[config.mk]
export PLATFORM = sky130hd
export DESIGN_NAME = vns_front
export DESIGN_NICKNAME = d
export VERILOG_FILES = /design/src/sv/vns_pkg.sv /design/src/sv/vns_front.sv
export SDC_FILE = /design/constraint.sdc
export NUM_CORES = 1
export LEC_CHECK = 0
export ABC_AREA = 1
export BUFFER_PORTS_ARGS = -buffer_cell sky130_fd_sc_hd__buf_2
export CORE_UTILIZATION = 47
export CTS_CLUSTER_DIAMETER = 100
export DETAILED_ROUTE_END_ITERATION = 10
export GPL_TIMING_DRIVEN = 0
export PLACE_DENSITY = 0.76
export SETUP_SLACK_MARGIN = 0.15
export SLEW_MARGIN = 5
export SYNTH_ARGS = -nofsm -noshare
export SYNTH_HDL_FRONTEND = slang
export SYNTH_SLANG_ARGS = --single-unit
[constraint.sdc]
create_clock -name clock -period 3.6 [get_ports clock]
set_input_delay 0.36 -clock clock [delete_from_list [all_inputs] [get_ports clock]]
set_output_delay 0.36 -clock clock [all_outputs]
set_load 0.1 [all_outputs]
[src/sv/vns_pkg.sv]
`default_nettype none

package vns_pkg;

   // default vertex store depth
   localparam int MAX_VERTICES_DEFAULT = 1024;

   // field widths
   localparam int IDX_W      = 10;
   localparam int SLOT_W     = 17;
   localparam int ADDR_MAX_W = 16;
   localparam int POS_W      = 24;
   localparam int NRM_W      = 16;
   localparam int FRAC_W     = 14;

   // normalizer widths
   localparam int MAG_W = 30;
   localparam int LEN_W = 31;
   localparam int RAD_W = 62;
   localparam int Q_W   = 15;
   localparam int NUM_W = 45;

   // 1.0 in q1.14
   localparam logic [Q_W-1:0] ONE_Q14 = 15'd16384;

   // action codes carried in tuser
   typedef enum logic [1:0] {
      ACT_LOAD = 2'd0,
      ACT_TRI  = 2'd1,
      ACT_READ = 2'd2,
      ACT_NONE = 2'd3
   } action_type;

   // classified work handed from front to back
   typedef enum logic [1:0] {
      JOB_LOAD,
      JOB_TRI,
      JOB_READ,
      JOB_ZERO_READ
   } job_kind_type;

   typedef struct packed {
      job_kind_type             kind;
      logic [ADDR_MAX_W-1:0]    a;
      logic [ADDR_MAX_W-1:0]    b;
      logic [ADDR_MAX_W-1:0]    c;
      logic signed [POS_W-1:0]  px;
      logic signed [POS_W-1:0]  py;
      logic signed [POS_W-1:0]  pz;
   } job_type;

   typedef struct packed {
      logic pop;
      logic clearing;
   } back_status_type;

   typedef struct packed {
      logic                    nonzero;
      logic signed [NRM_W-1:0] x;
      logic signed [NRM_W-1:0] y;
      logic signed [NRM_W-1:0] z;
   } normal_type;

   typedef enum logic [4:0] {
      B_CLEAR,
      B_IDLE,
      B_LD_A,
      B_LD_B,
      B_LD_C,
      B_LD_D,
      B_MUL,
      B_MAG,
      B_NORM,
      B_RD_ACC,
      B_RD_MAG,
      B_START,
      B_WAIT,
      B_RMW_RD,
      B_RMW_WR,
      B_OUT
   } back_state_type;

   typedef enum logic [2:0] {
      U_IDLE,
      U_SQ,
      U_ROOT,
      U_DSET,
      U_DIV,
      U_DONE
   } unit_state_type;

endpackage

`default_nettype wire

[src/sv/vns_front.sv]
`default_nettype none

module vns_front import vns_pkg::*; #(
   parameter int MAX_VERTICES = MAX_VERTICES_DEFAULT
) (
   input  wire logic                    clock,
   input  wire logic                    reset,
   input  wire logic                    in_valid,
   output logic                         in_ready,
   input  wire action_type              action,
   input  wire logic [IDX_W-1:0]        vertex_index,
   input  wire logic signed [POS_W-1:0] pos_x,
   input  wire logic signed [POS_W-1:0] pos_y,
   input  wire logic signed [POS_W-1:0] pos_z,
   input  wire logic [IDX_W-1:0]        corner_a,
   input  wire logic [IDX_W-1:0]        corner_b,
   input  wire logic [IDX_W-1:0]        corner_c,
   input  wire back_status_type         status,
   output logic                         job_valid,
   output job_type                      job
);

   localparam logic [SLOT_W-1:0] LIMIT = SLOT_W'(MAX_VERTICES);

   job_type    q_ff [2];
   job_type    q_in;
   logic       wr_ptr_ff, wr_ptr_in;
   logic       rd_ptr_ff, rd_ptr_in;
   logic [1:0] count_ff, count_in;
   logic       push, wr_en;
   logic       v_ok, a_ok, b_ok, c_ok;

   // range checks
   assign v_ok = SLOT_W'(vertex_index) < LIMIT;
   assign a_ok = SLOT_W'(corner_a) < LIMIT;
   assign b_ok = SLOT_W'(corner_b) < LIMIT;
   assign c_ok = SLOT_W'(corner_c) < LIMIT;

   // classify the incoming item
   always_comb begin
      q_in      = '0;
      q_in.kind = JOB_READ;
      q_in.a    = ADDR_MAX_W'(vertex_index);
      q_in.px   = pos_x;
      q_in.py   = pos_y;
      q_in.pz   = pos_z;
      push      = 1'b0;
      unique case (action)
         ACT_LOAD: begin
            q_in.kind = JOB_LOAD;
            push      = v_ok;
         end
         ACT_TRI: begin
            q_in.kind = JOB_TRI;
            q_in.a    = ADDR_MAX_W'(corner_a);
            q_in.b    = ADDR_MAX_W'(corner_b);
            q_in.c    = ADDR_MAX_W'(corner_c);
            push      = a_ok && b_ok && c_ok;
         end
         ACT_READ: begin
            q_in.kind = v_ok ? JOB_READ : JOB_ZERO_READ;
            push      = 1'b1;
         end
         default: begin
            push = 1'b0;
         end
      endcase
   end

   // two-entry job queue
   assign in_ready  = (count_ff != 2'd2) && !status.clearing;
   assign wr_en     = in_valid && in_ready && push;
   assign job_valid = (count_ff != 2'd0);
   assign job       = q_ff[rd_ptr_ff];

   always_comb begin
      wr_ptr_in = wr_ptr_ff ^ wr_en;
      rd_ptr_in = rd_ptr_ff ^ status.pop;
      count_in  = count_ff + 2'(wr_en) - 2'(status.pop);
   end

   always_ff @(posedge clock) begin
      if (reset) begin
         wr_ptr_ff <= 1'b0;
         rd_ptr_ff <= 1'b0;
         count_ff  <= 2'd0;
      end else begin
         wr_ptr_ff <= wr_ptr_in;
         rd_ptr_ff <= rd_ptr_in;
         count_ff  <= count_in;
      end
   end

   always_ff @(posedge clock) begin
      if (wr_en) begin
         q_ff[wr_ptr_ff] <= q_in;
      end
   end

endmodule

`default_nettype wire

==> metrics.txt <==
outcome=complete, no violations; predominant post-synthesis flop cell=edfxtp_1; Slew headroom=around 45%; WL/cell=roughly 16 µm; H-tree depth=1; Crit path max-delay family=buffers and inverters; switching share of power=32.02%; critical path arrival=between 1.5 and 2 ns; CTS buffer count=22; number of global-route vias before repair=about 4800; Critical Path Source=rd_ptr_ff; pin count of the biggest net entering global routing=56; Seq pwr share=44.1%; worst min-delay path class=in -> reg; Tot GR Track Use=16.32%; CP max FO=10; XOR/XNOR Fraction of Synth Area=less than 1%; most common cell in the netlist=edfxtp_1; RSZ-0062 raised after global routing=no; crit-path cells=buf_6 -> buf_8 -> buf_12 -> mux2_4 -> buf_2; CTS tree=done; worst skew pair latency=0.50 ns; initial antenna violation count=2; DRC errors left=0; Netlist Area Pre-Place=around 0.0084 mm²; net switching power=around 2.1 mW; Layout Nets=843; Final Skew=0.01185 ns; final wirelength=about 16000 µm; row cnt=between 40 and 50; IO Port Bufs=between 200 and 250; Post-CTS Setup Bufs=0; compound-cell area share of the yosys netlist=less than 1%; cell taking the most area after synthesis=edfxtp_1; Sink Count=212; Die W=around 140 µm; #FFs+latches synth=roughly 210; setup_tns=0 ns; Logic pwr share=22.7%; R2R Setup Slk=between 1 and 1.5 ns; number of synthesized flops with an enable pin=approximately 210; CP max-delay cell=dfxtp_1; Post-Synth Adder-Cell Area=less than 1%; max-cap violations=0; antenna cells=0; post-layout min period=roughly 2.3 ns; Post-Synth Simple-Gate Area=2.821%; die height=roughly 140 µm; mux contribution to synthesized area=16.12%; core area=approximately 0.017 mm²; pwr dens=602.9 mW/mm²; CTS Hold Bufs=0; Pint=between 4 and 5 mW; Seq/Total Area, Yosys=75.06%; fraction of layout cells with a size suffix above 1=about 54%; Finish-stage setup viols=0; Initial Utilization=48.39%; Critical R2R Launch=count_ff[0]; largest family of logic cells by synthesized area=multiplexers; CP required=3.24 ns; clock-pin slew on the worst setup and hold paths=approximately 0.06 ns; Mean Syn Cell Area=~19 µm²; ranking of synthesized cells by area=edfxtp_1 74%, mux2_4 8.9%, mux2_2 7.2%, buf_4 1.7%, nand2_1 1.6%; CP max stage delay=0.32 ns; vias after detailed routing=about 4600; hold slack final=0.04766 ns; Vias per Instance=4.744; Synth Instances=453; WP buf/inv=4; root buffer cell=clkbuf_16; warnings from Yosys=0; Synth async-reset ratio=0%; gr ovfl total=0; clock power share=33.2%; Clock Tree Buf Depth=3; die area=0.01847 mm²; count of cell types in the netlist=20; Synth top area share=between 70% and 80%; Synth-to-Final Area Change=26.57%; # IOs=~240; Worst-Margin Slew=around 0.83 ns; CP endpoint kind=primary output; Leak Pwr=4.338 nW; Max rail drop VDD=455.9 µV; HPWL after DPL=between 10000 and 15000 µm; synth cell count leaders=208 x edfxtp_1, 54 x mux2_2, 50 x mux2_4; Max Fclk=around 440 MHz; fillers=between 1000 and 1500; Hold Crit Start=pos_y[21]; 1st-pass router iterations=4; PostCTS Resize Cnt=0; gp weighted congestion=0.7057; first-pass GRT wire length=~23000 µm; final worst-path cycle share=between 60% and 70%; fin. max-slew vios=0; CP Class=reg -> out; Final Hold Fails=0; startpoint types=register; Final ANT Viol Nets=0; DRT iter0 DRCs=162
[through the flow]
stage | cells | power [mW] | cell area [µm²] | util (%) | setup WS (ns)
6_report | 961 | 6.431 | 10670 | 61.25 | 1.338
5_1_grt | 961 | 6.639 | 10670 | 61.25 | 1.141
4_1_cts | 961 | 6.490 | 10670 | 61.25 | 1.302
3_5_place_dp | 921 | 4.355 | 9978 | 57.29 | 1.268
3_3_place_gp | 919 | 4.326 | 9903 | 56.86 | 0.3344
2_1_floorplan | 470 | 4.115 | 8501 | - | 0.1415
[cell usage in the layout, fill, tap and decap left out, types with 2 or more instances in the layout]
cell type   Yosys  layout
dfxtp_1         4       4
inv_1          30      30
nand2_1        35      35
buf_12          5       5
buf_16          0       2
ha_4            0       2
conb_1          1      18
edfxtp_1      208     208
buf_2           8     232
clkinvlp_4      0       4
nand3_1         2       2
clkinv_2        0       3
nor2_1         24      24
ha_1            4       2
clkbuf_1        2       3
mux2_2         54      54
clkinv_1        0       7
buf_4          19      19
clkbuf_16       0      23
mux2_4         50      50
[power by group through the flow]
stage          Combinational [mW]  Sequential (mW)  Clock (mW)
2_1_floorplan                1.23             2.88           0
3_3_place_gp                 1.44             2.89           0
3_5_place_dp                 1.47             2.89           0
4_1_cts                      1.47             2.84        2.18
5_1_grt                      1.51             2.84        2.28
6_report                     1.46             2.83        2.14
[final timing paths]
kind                                     to  cells after the start
worst max-delay path                job[76]                      5
worst max register to register  q_ff[1][60]                      6
worst min register to register  count_ff[0]                      3
worst min-delay path            q_ff[0][45]                      1
[cell families (layout without fill, tap and decap cells)]
kind of cell	after synthesis	in the layout
compound gates	2	2
xor+xnor	1	1
fa+ha+maj	4	4
buf+inv	67	333
flops	212	212
mux	104	104
other cells	1	18
simple gates	62	62
[cell type report]
type | count | area, µm² | area share (%)
Tap cell | 225 | 281.5 | 2.639
Multi-Input combinational cell | 191 | 1762 | 16.51
Inverter | 31 | 116.4 | 1.091
Sequential cell | 212 | 6326 | 59.30
Buffer | 36 | 316.6 | 2.967
Clock inverter | 16 | 110.1 | 1.032
Clock buffer | 24 | 579.3 | 5.430
Timing Repair Buffer | 226 | 1176 | 11.03
[per-layer routing]
layer	vias up	track usage, %	part of all wire (%)
met5	-	0	0
met1	2196	18.01	38
li1	2154	-	-
met3	30	5.183	8.4
met4	0	5.494	2.4
met2	179	29.51	52
[worst reg2reg max path, delay by kind of cell (launching register included)]
family	cells	cell delay (ns)
adders and majority gates	1	0.71
buffers and inverters	3	0.56
DFF	1	0.34
AOI/OAI and AO/OA	1	0.14
and+or+nand+nor	1	0.13
[registers in the layout (all words and copies together), names as in the netlist]
register and count:
q_ff 208, count_ff 2, rd_ptr_ff 1, wr_ptr_ff 1
Note: power is estimated with default switching activity, not from simulation.
