## config.mk

```make
export PLATFORM = sky130hd
export DESIGN_NAME = vns_unit
export DESIGN_NICKNAME = d
export VERILOG_FILES = /design/src/sv/vns_pkg.sv /design/src/sv/vns_unit.sv
export SDC_FILE = /design/constraint.sdc
export NUM_CORES = 2
export LEC_CHECK = 0
export BUFFER_PORTS_ARGS = -buffer_cell sky130_fd_sc_hd__buf_4
export CAP_MARGIN = 25
export CORE_ASPECT_RATIO = 2
export CORE_MARGIN = 4
export CORE_UTILIZATION = 60
export CTS_CLUSTER_SIZE = 20
export DETAILED_ROUTE_END_ITERATION = 6
export GPL_TIMING_DRIVEN = 0
export PLACE_DENSITY = 0.81
export SLEW_MARGIN = 20
export SYNTH_ARGS = -nofsm -noshare
export SYNTH_HDL_FRONTEND = slang
export SYNTH_SLANG_ARGS = --single-unit
```

## constraint.sdc

```tcl
create_clock -name clock -period 19.3 [get_ports clock]
set_input_delay 3.86 -clock clock [delete_from_list [all_inputs] [get_ports clock]]
set_output_delay 3.86 -clock clock [all_outputs]
set_load 0.05 [all_outputs]
```

## src/sv/vns_pkg.sv

```systemverilog
`default_nettype none

package vns_pkg;

   // default vertex store depth
   localparam int MAX_VERTICES_DEFAULT = 1024;

   // field widths
   localparam int IDX_W      = 10;
   localparam int SLOT_W     = 17;
   localparam int ADDR_MAX_W = 16;
   localparam int POS_W      = 24;
   localparam int NRM_W      = 16;
   localparam int FRAC_W     = 14;

   // normalizer widths
   localparam int MAG_W = 30;
   localparam int LEN_W = 31;
   localparam int RAD_W = 62;
   localparam int Q_W   = 15;
   localparam int NUM_W = 45;

   // 1.0 in q1.14
   localparam logic [Q_W-1:0] ONE_Q14 = 15'd16384;

   // action codes carried in tuser
   typedef enum logic [1:0] {
      ACT_LOAD = 2'd0,
      ACT_TRI  = 2'd1,
      ACT_READ = 2'd2,
      ACT_NONE = 2'd3
   } action_type;

   // classified work handed from front to back
   typedef enum logic [1:0] {
      JOB_LOAD,
      JOB_TRI,
      JOB_READ,
      JOB_ZERO_READ
   } job_kind_type;

   typedef struct packed {
      job_kind_type             kind;
      logic [ADDR_MAX_W-1:0]    a;
      logic [ADDR_MAX_W-1:0]    b;
      logic [ADDR_MAX_W-1:0]    c;
      logic signed [POS_W-1:0]  px;
      logic signed [POS_W-1:0]  py;
      logic signed [POS_W-1:0]  pz;
   } job_type;

   typedef struct packed {
      logic pop;
      logic clearing;
   } back_status_type;

   typedef struct packed {
      logic                    nonzero;
      logic signed [NRM_W-1:0] x;
      logic signed [NRM_W-1:0] y;
      logic signed [NRM_W-1:0] z;
   } normal_type;

   typedef enum logic [4:0] {
      B_CLEAR,
      B_IDLE,
      B_LD_A,
      B_LD_B,
      B_LD_C,
      B_LD_D,
      B_MUL,
      B_MAG,
      B_NORM,
      B_RD_ACC,
      B_RD_MAG,
      B_START,
      B_WAIT,
      B_RMW_RD,
      B_RMW_WR,
      B_OUT
   } back_state_type;

   typedef enum logic [2:0] {
      U_IDLE,
      U_SQ,
      U_ROOT,
      U_DSET,
      U_DIV,
      U_DONE
   } unit_state_type;

endpackage

`default_nettype wire

```

## src/sv/vns_unit.sv

```systemverilog
`default_nettype none

module vns_unit import vns_pkg::*; (
   input  wire logic                   clock,
   input  wire logic                   reset,
   input  wire logic                   start,
   input  wire logic [2:0][MAG_W-1:0]  mag,
   input  wire logic [2:0]             neg,
   output logic                        done,
   output normal_type                  result
);

   unit_state_type            state_ff, state_in;
   logic [2:0][MAG_W-1:0]     mag_ff, mag_in;
   logic [2:0]                neg_ff, neg_in;
   logic [4:0]                cnt_ff, cnt_in;
   logic [1:0]                k_ff, k_in;
   logic [2*MAG_W-1:0]        prod_ff, prod_in;
   logic [RAD_W-1:0]          rad_ff, rad_in;
   logic [LEN_W+2:0]          rem_ff, rem_in;
   logic [LEN_W-1:0]          root_ff, root_in;
   logic [Q_W-1:0]            num_ff, num_in;
   logic [Q_W-1:0]            q_ff, q_in;
   normal_type                res_ff, res_in;

   logic [LEN_W+2:0]          rem_next, trial;
   logic [NUM_W-1:0]          numer;
   logic [LEN_W:0]            part;
   logic                      qbit;
   logic [Q_W-1:0]            q_next, q_clip;
   logic signed [NRM_W-1:0]   comp;

   assign done   = (state_ff == U_DONE);
   assign result = res_ff;

   // squares, digit-by-digit root, then three restoring divisions
   always_comb begin
      state_in = state_ff;
      mag_in   = mag_ff;
      neg_in   = neg_ff;
      cnt_in   = cnt_ff;
      k_in     = k_ff;
      prod_in  = prod_ff;
      rad_in   = rad_ff;
      rem_in   = rem_ff;
      root_in  = root_ff;
      num_in   = num_ff;
      q_in     = q_ff;
      res_in   = res_ff;
      rem_next = {rem_ff[LEN_W:0], rad_ff[RAD_W-1 -: 2]};
      trial    = {1'b0, root_ff, 2'b01};
      numer    = NUM_W'({mag_ff[k_ff], {FRAC_W{1'b0}}}) + NUM_W'(root_ff >> 1);
      part     = {rem_ff[LEN_W-1:0], num_ff[Q_W-1]};
      qbit     = part >= {1'b0, root_ff};
      q_next   = {q_ff[Q_W-2:0], qbit};
      q_clip   = (q_next > ONE_Q14) ? ONE_Q14 : q_next;
      comp     = neg_ff[k_ff] ? -$signed({1'b0, q_clip}) : $signed({1'b0, q_clip});
      unique case (state_ff)
         U_IDLE: begin
            if (start) begin
               mag_in   = mag;
               neg_in   = neg;
               cnt_in   = 5'd0;
               rad_in   = '0;
               state_in = U_SQ;
            end
         end
         U_SQ: begin
            if (cnt_ff != 5'd3) begin
               prod_in = mag_ff[cnt_ff[1:0]] * mag_ff[cnt_ff[1:0]];
            end
            if (cnt_ff != 5'd0) begin
               rad_in = rad_ff + RAD_W'(prod_ff);
            end
            cnt_in = cnt_ff + 5'd1;
            if (cnt_ff == 5'd3) begin
               cnt_in   = 5'd0;
               rem_in   = '0;
               root_in  = '0;
               state_in = U_ROOT;
            end
         end
         U_ROOT: begin
            rad_in = rad_ff << 2;
            if (rem_next >= trial) begin
               rem_in  = rem_next - trial;
               root_in = {root_ff[LEN_W-2:0], 1'b1};
            end else begin
               rem_in  = rem_next;
               root_in = {root_ff[LEN_W-2:0], 1'b0};
            end
            cnt_in = cnt_ff + 5'd1;
            if (cnt_ff == 5'(LEN_W-1)) begin
               k_in = 2'd0;
               if (root_in == '0) begin
                  res_in   = '0;
                  state_in = U_DONE;
               end else begin
                  state_in = U_DSET;
               end
            end
         end
         U_DSET: begin
            rem_in   = (LEN_W+3)'(numer[NUM_W-1:Q_W]);
            num_in   = numer[Q_W-1:0];
            q_in     = '0;
            cnt_in   = 5'd0;
            state_in = U_DIV;
         end
         U_DIV: begin
            rem_in = qbit ? (LEN_W+3)'(part - {1'b0, root_ff}) : (LEN_W+3)'(part);
            q_in   = q_next;
            num_in = num_ff << 1;
            cnt_in = cnt_ff + 5'd1;
            if (cnt_ff == 5'(Q_W-1)) begin
               case (k_ff)
                  2'd0:    res_in.x = comp;
                  2'd1:    res_in.y = comp;
                  default: res_in.z = comp;
               endcase
               if (k_ff == 2'd2) begin
                  res_in.nonzero = 1'b1;
                  state_in       = U_DONE;
               end else begin
                  k_in     = k_ff + 2'd1;
                  state_in = U_DSET;
               end
            end
         end
         U_DONE: begin
            state_in = U_IDLE;
         end
         default: begin
            state_in = U_IDLE;
         end
      endcase
   end

   always_ff @(posedge clock) begin
      if (reset) begin
         state_ff <= U_IDLE;
      end else begin
         state_ff <= state_in;
      end
   end

   always_ff @(posedge clock) begin
      mag_ff  <= mag_in;
      neg_ff  <= neg_in;
      cnt_ff  <= cnt_in;
      k_ff    <= k_in;
      prod_ff <= prod_in;
      rad_ff  <= rad_in;
      rem_ff  <= rem_in;
      root_ff <= root_in;
      num_ff  <= num_in;
      q_ff    <= q_in;
      res_ff  <= res_in;
   end

`ifndef SYNTHESIS
   // a result without the nonzero flag has only zero components
   a_zero_flag: assert property (@(posedge clock) disable iff (reset)
      (state_ff == U_DONE && !res_ff.nonzero) |->
      (res_ff.x == 0 && res_ff.y == 0 && res_ff.z == 0))
      else $error("zero-length result carries nonzero components");

   // divisions only start with a nonzero length
   a_len_nonzero: assert property (@(posedge clock) disable iff (reset)
      (state_ff == U_DSET) |-> (root_ff != '0))
      else $error("division started with zero length");
`endif

endmodule

`default_nettype wire

```

==> impl_metrics.py <==
metrics = {
    "run_status": {
        "run_status": "complete, no violations",
    },
    "floorplan": {
        "die_w_um": 207,
        "die_area_mm2": 0.0840,
        "die_h_um": 406,
        "start_util": 0.606,
        "io_pins": 146,
        "rows": 145,
        "fp.coreArea_mm2": 0.0784,
    },
    "synthesis": {
        "yosysMostFrequentCell": "inv_1",
        "syn_nets": 6171,
        "syn_inst": 4980,
        "yosys-top-cells-area": "fa_1 (29%), edfxtp_1 (23%), ha_1 (11%), inv_1 (7.6%), nand2_1 (3.8%)",
        "seq_area_frac_synth": 0.230,
        "avgSynthCellArea_um2": 9.54,
        "synth_top_flop_cell": "edfxtp_1",
        "ys_warn_count": 0,
        "ys_types": 90,
        "synth_common_cells": "inv_1 (963), fa_1 (695), nand2_1 (487)",
        "syn_area_mm2": 0.0475,
        "ys_ff_latch": 365,
        "synth_edf_count": 362,
        "yosysTopAreaCellShare": 0.293,
        "yosysTopAreaCell": "fa_1",
        "ys_async_sr_fraction": 0,
    },
    "cts": {
        "cts_setup_buffers": 0,
        "clk_transition_reported_paths_ns": 0.07,
        "cts_max_path_buffers": 3,
        "cts_resized": 0,
        "cts_tree": "done",
        "htree_levels": 2,
        "cts.sinks": 365,
        "cts_hold_buf": 0,
        "clock_latency_ns": 0.61,
        "numCtsBuffers": 36,
        "cts-root-buf": "clkbuf_16",
    },
    "sta": {
        "tns_ns": 0,
        "fin_crit_ns": 12.86,
        "setup-violations-final": 0,
        "rsz0062_at_grt": "false",
        "worst_pin_slew_ns": 1.25,
        "fin_crit_sh": 0.666,
        "hold_viol": 0,
        "fmax_mhz": 77.8,
        "drv_slew": 0,
        "clock_skew_ns": 0.0410,
        "maxSlewHeadroom": 0.169,
        "holdWs_ns": 0.532,
    },
    "final_layout": {
        "finalNetCount": 6400,
        "drive_gt1_frac": 0.0630,
        "syn_to_final_growth_pct": 9.04,
        "layoutNonFillerInstCount": 6276,
    },
    "drt": {
        "post_drt_wl_per_cell_um": 30.8,
        "vias_per_cell": 6.37,
        "drt-total-wl_mm": 194,
        "drc": 0,
        "ant_nets": 0,
        "dr.pass1.iters": 6,
        "vias": 40000,
        "drtIter0Drc": 3389,
    },
    "global_route": {
        "antenna_found_initial": 18,
        "grt_use_total": 0.471,
        "grt_max_degree": 60,
        "grt_pass1_wl_mm": 278,
        "overflow": 0,
        "grt_pass1_vias": 43000,
    },
    "worst_setup_path": {
        "cp-start-kind": "flop",
        "critPathMaxStageDelay_ns": 0.85,
        "cp.arrival_ns": 13.17,
        "r2r_setup_slack_ns": 6.44,
        "crit_path_max_fanout": 10,
        "cpMostUsedCell": "fa_1",
        "crit_required_ns": 19.62,
        "timing.rr.end": "prod_ff[52]",
        "end_kind": "flop",
        "r2r_start": "cnt_ff[1]",
        "crit_type": "reg2reg",
        "crit_path_top_delay_cell": "clkbuf_1",
        "reg2regPathDepth": 34,
    },
    "placement": {
        "gp_congestion": 1.11,
        "dp_cells": 6190,
        "io_buffers": 145,
        "hpwl_mm": 158,
    },
    "hold_path": {
        "worstHoldStart": "num_ff[13]",
        "hp-class": "reg2reg",
        "min_path_cells": 2,
        "holdPathEnd": "num_ff[14]",
    },
    "run": {
        "cap_viol_max_count": 0,
    },
}
==> worst max path at each step <==
stage / slack (ns) / depth (start not counted) / end / start
4_1_cts: 6.72 / 34 / prod_ff[52] / cnt_ff[1]
3_3_place_gp: 5.11 / 2 / mag_ff[4] / start
2_1_floorplan: 8.08 / 1 / mag_ff[0] / start
3_5_place_dp: 6.78 / 34 / prod_ff[52] / cnt_ff[1]
5_1_grt: 6.08 / 34 / prod_ff[52] / cnt_ff[1]
6_report: 6.44 / 34 / prod_ff[52] / cnt_ff[1]
==> per-layer routing <==
metal / GRT usage / up-vias / wire (µm)
met5: 0 / - / 41
met4: 0.578 / 8 / 33100
met3: 0.129 / 1323 / 15900
met2: 0.783 / 2494 / 93700
met1: 0.401 / 19500 / 50800
li1: - / 16600 / -
==> flip-flops by register name, indices dropped and copies added, names as in the netlist <==
signal,count
neg_ff,3
q_ff,14
mag_ff,90
k_ff,2
num_ff,15
result,49
prod_ff,59
rem_ff,32
root_ff,31
rad_ff,62
state_ff,3
cnt_ff,5
==> kinds of logic (layout without fill, tap and decap cells) <==
logic type,Yosys count,in the layout,synth area share
other,0,12,0
muxes,98,98,0.0208
AOI/OAI and AO/OA,823,823,0.108
xor gates and xnor gates,210,210,0.0387
adders and majority gates,1095,1095,0.398
and+or+nand+nor,1243,1243,0.113
DFF,365,365,0.230
buffers and inverters,1146,1401,0.0912
==> cell usage in the layout, fill, tap and decap left out, types with 12 or more instances in the layout <==
master     synthesis  layout
a211oi_1          22      21
a21o_1            78      78
a21oi_1          243     232
a22oi_1           18      18
a31oi_1           24      24
and2_1            24      24
and3_1            33      33
buf_1             25      23
buf_2             14      16
buf_4              3     168
buf_6              0      12
clkbuf_1         137     136
clkbuf_16          0      36
diode_2            0      12
edfxtp_1         362     362
fa_1             695     695
ha_1             400     400
inv_1            963     962
mux2i_1           92      92
nand2_1          487     487
nand2b_1          30      30
nand3_1           56      56
nand4_1           33      33
nor2_1           454     448
nor2b_1           22      22
nor3_1            42      40
o211ai_1          21      21
o21a_1            19      19
o21ai_0          207     205
o21ai_1           30      30
o21bai_1          33      33
o22ai_1           14      14
o31ai_1           15      15
or3_1             14      14
xnor2_1          120     120
xor2_1            90      90
==> final cells by class <==
cell class                 count  area [µm²]
fill                        6428       26600
inverter                     966        3630
multi-input combinational   3469       32400
tap                         1029        1290
buffer                       180         716
clock inverter                21         253
clock buffer                  43         947
sequential                   365       10900
antenna                       12        30.0
timing repair buffer         191        1640
==> worst max-delay path: cells and delay by family (launching register included) <==
family          cells  cell delay [ns]
simple gates        4             0.77
compound gates      9             3.19
xor+xnor            1             0.19
buf+inv            11             3.69
flops               1             0.38
fa+ha+maj           9             4.34
==> through the flow <==
step,util,setup slack (ns),area [µm²]
floorplan,-,8.08,47500
CTS,0.659,6.72,51600
global placement,0.636,5.11,49900
global route,0.660,6.08,51800
detailed placement,0.643,6.78,50400
finish,0.661,6.44,51800
Power is left out: the tool's default activity adds up to more than one toggle a clock period on the data nets, which glitch-free logic cannot reach.
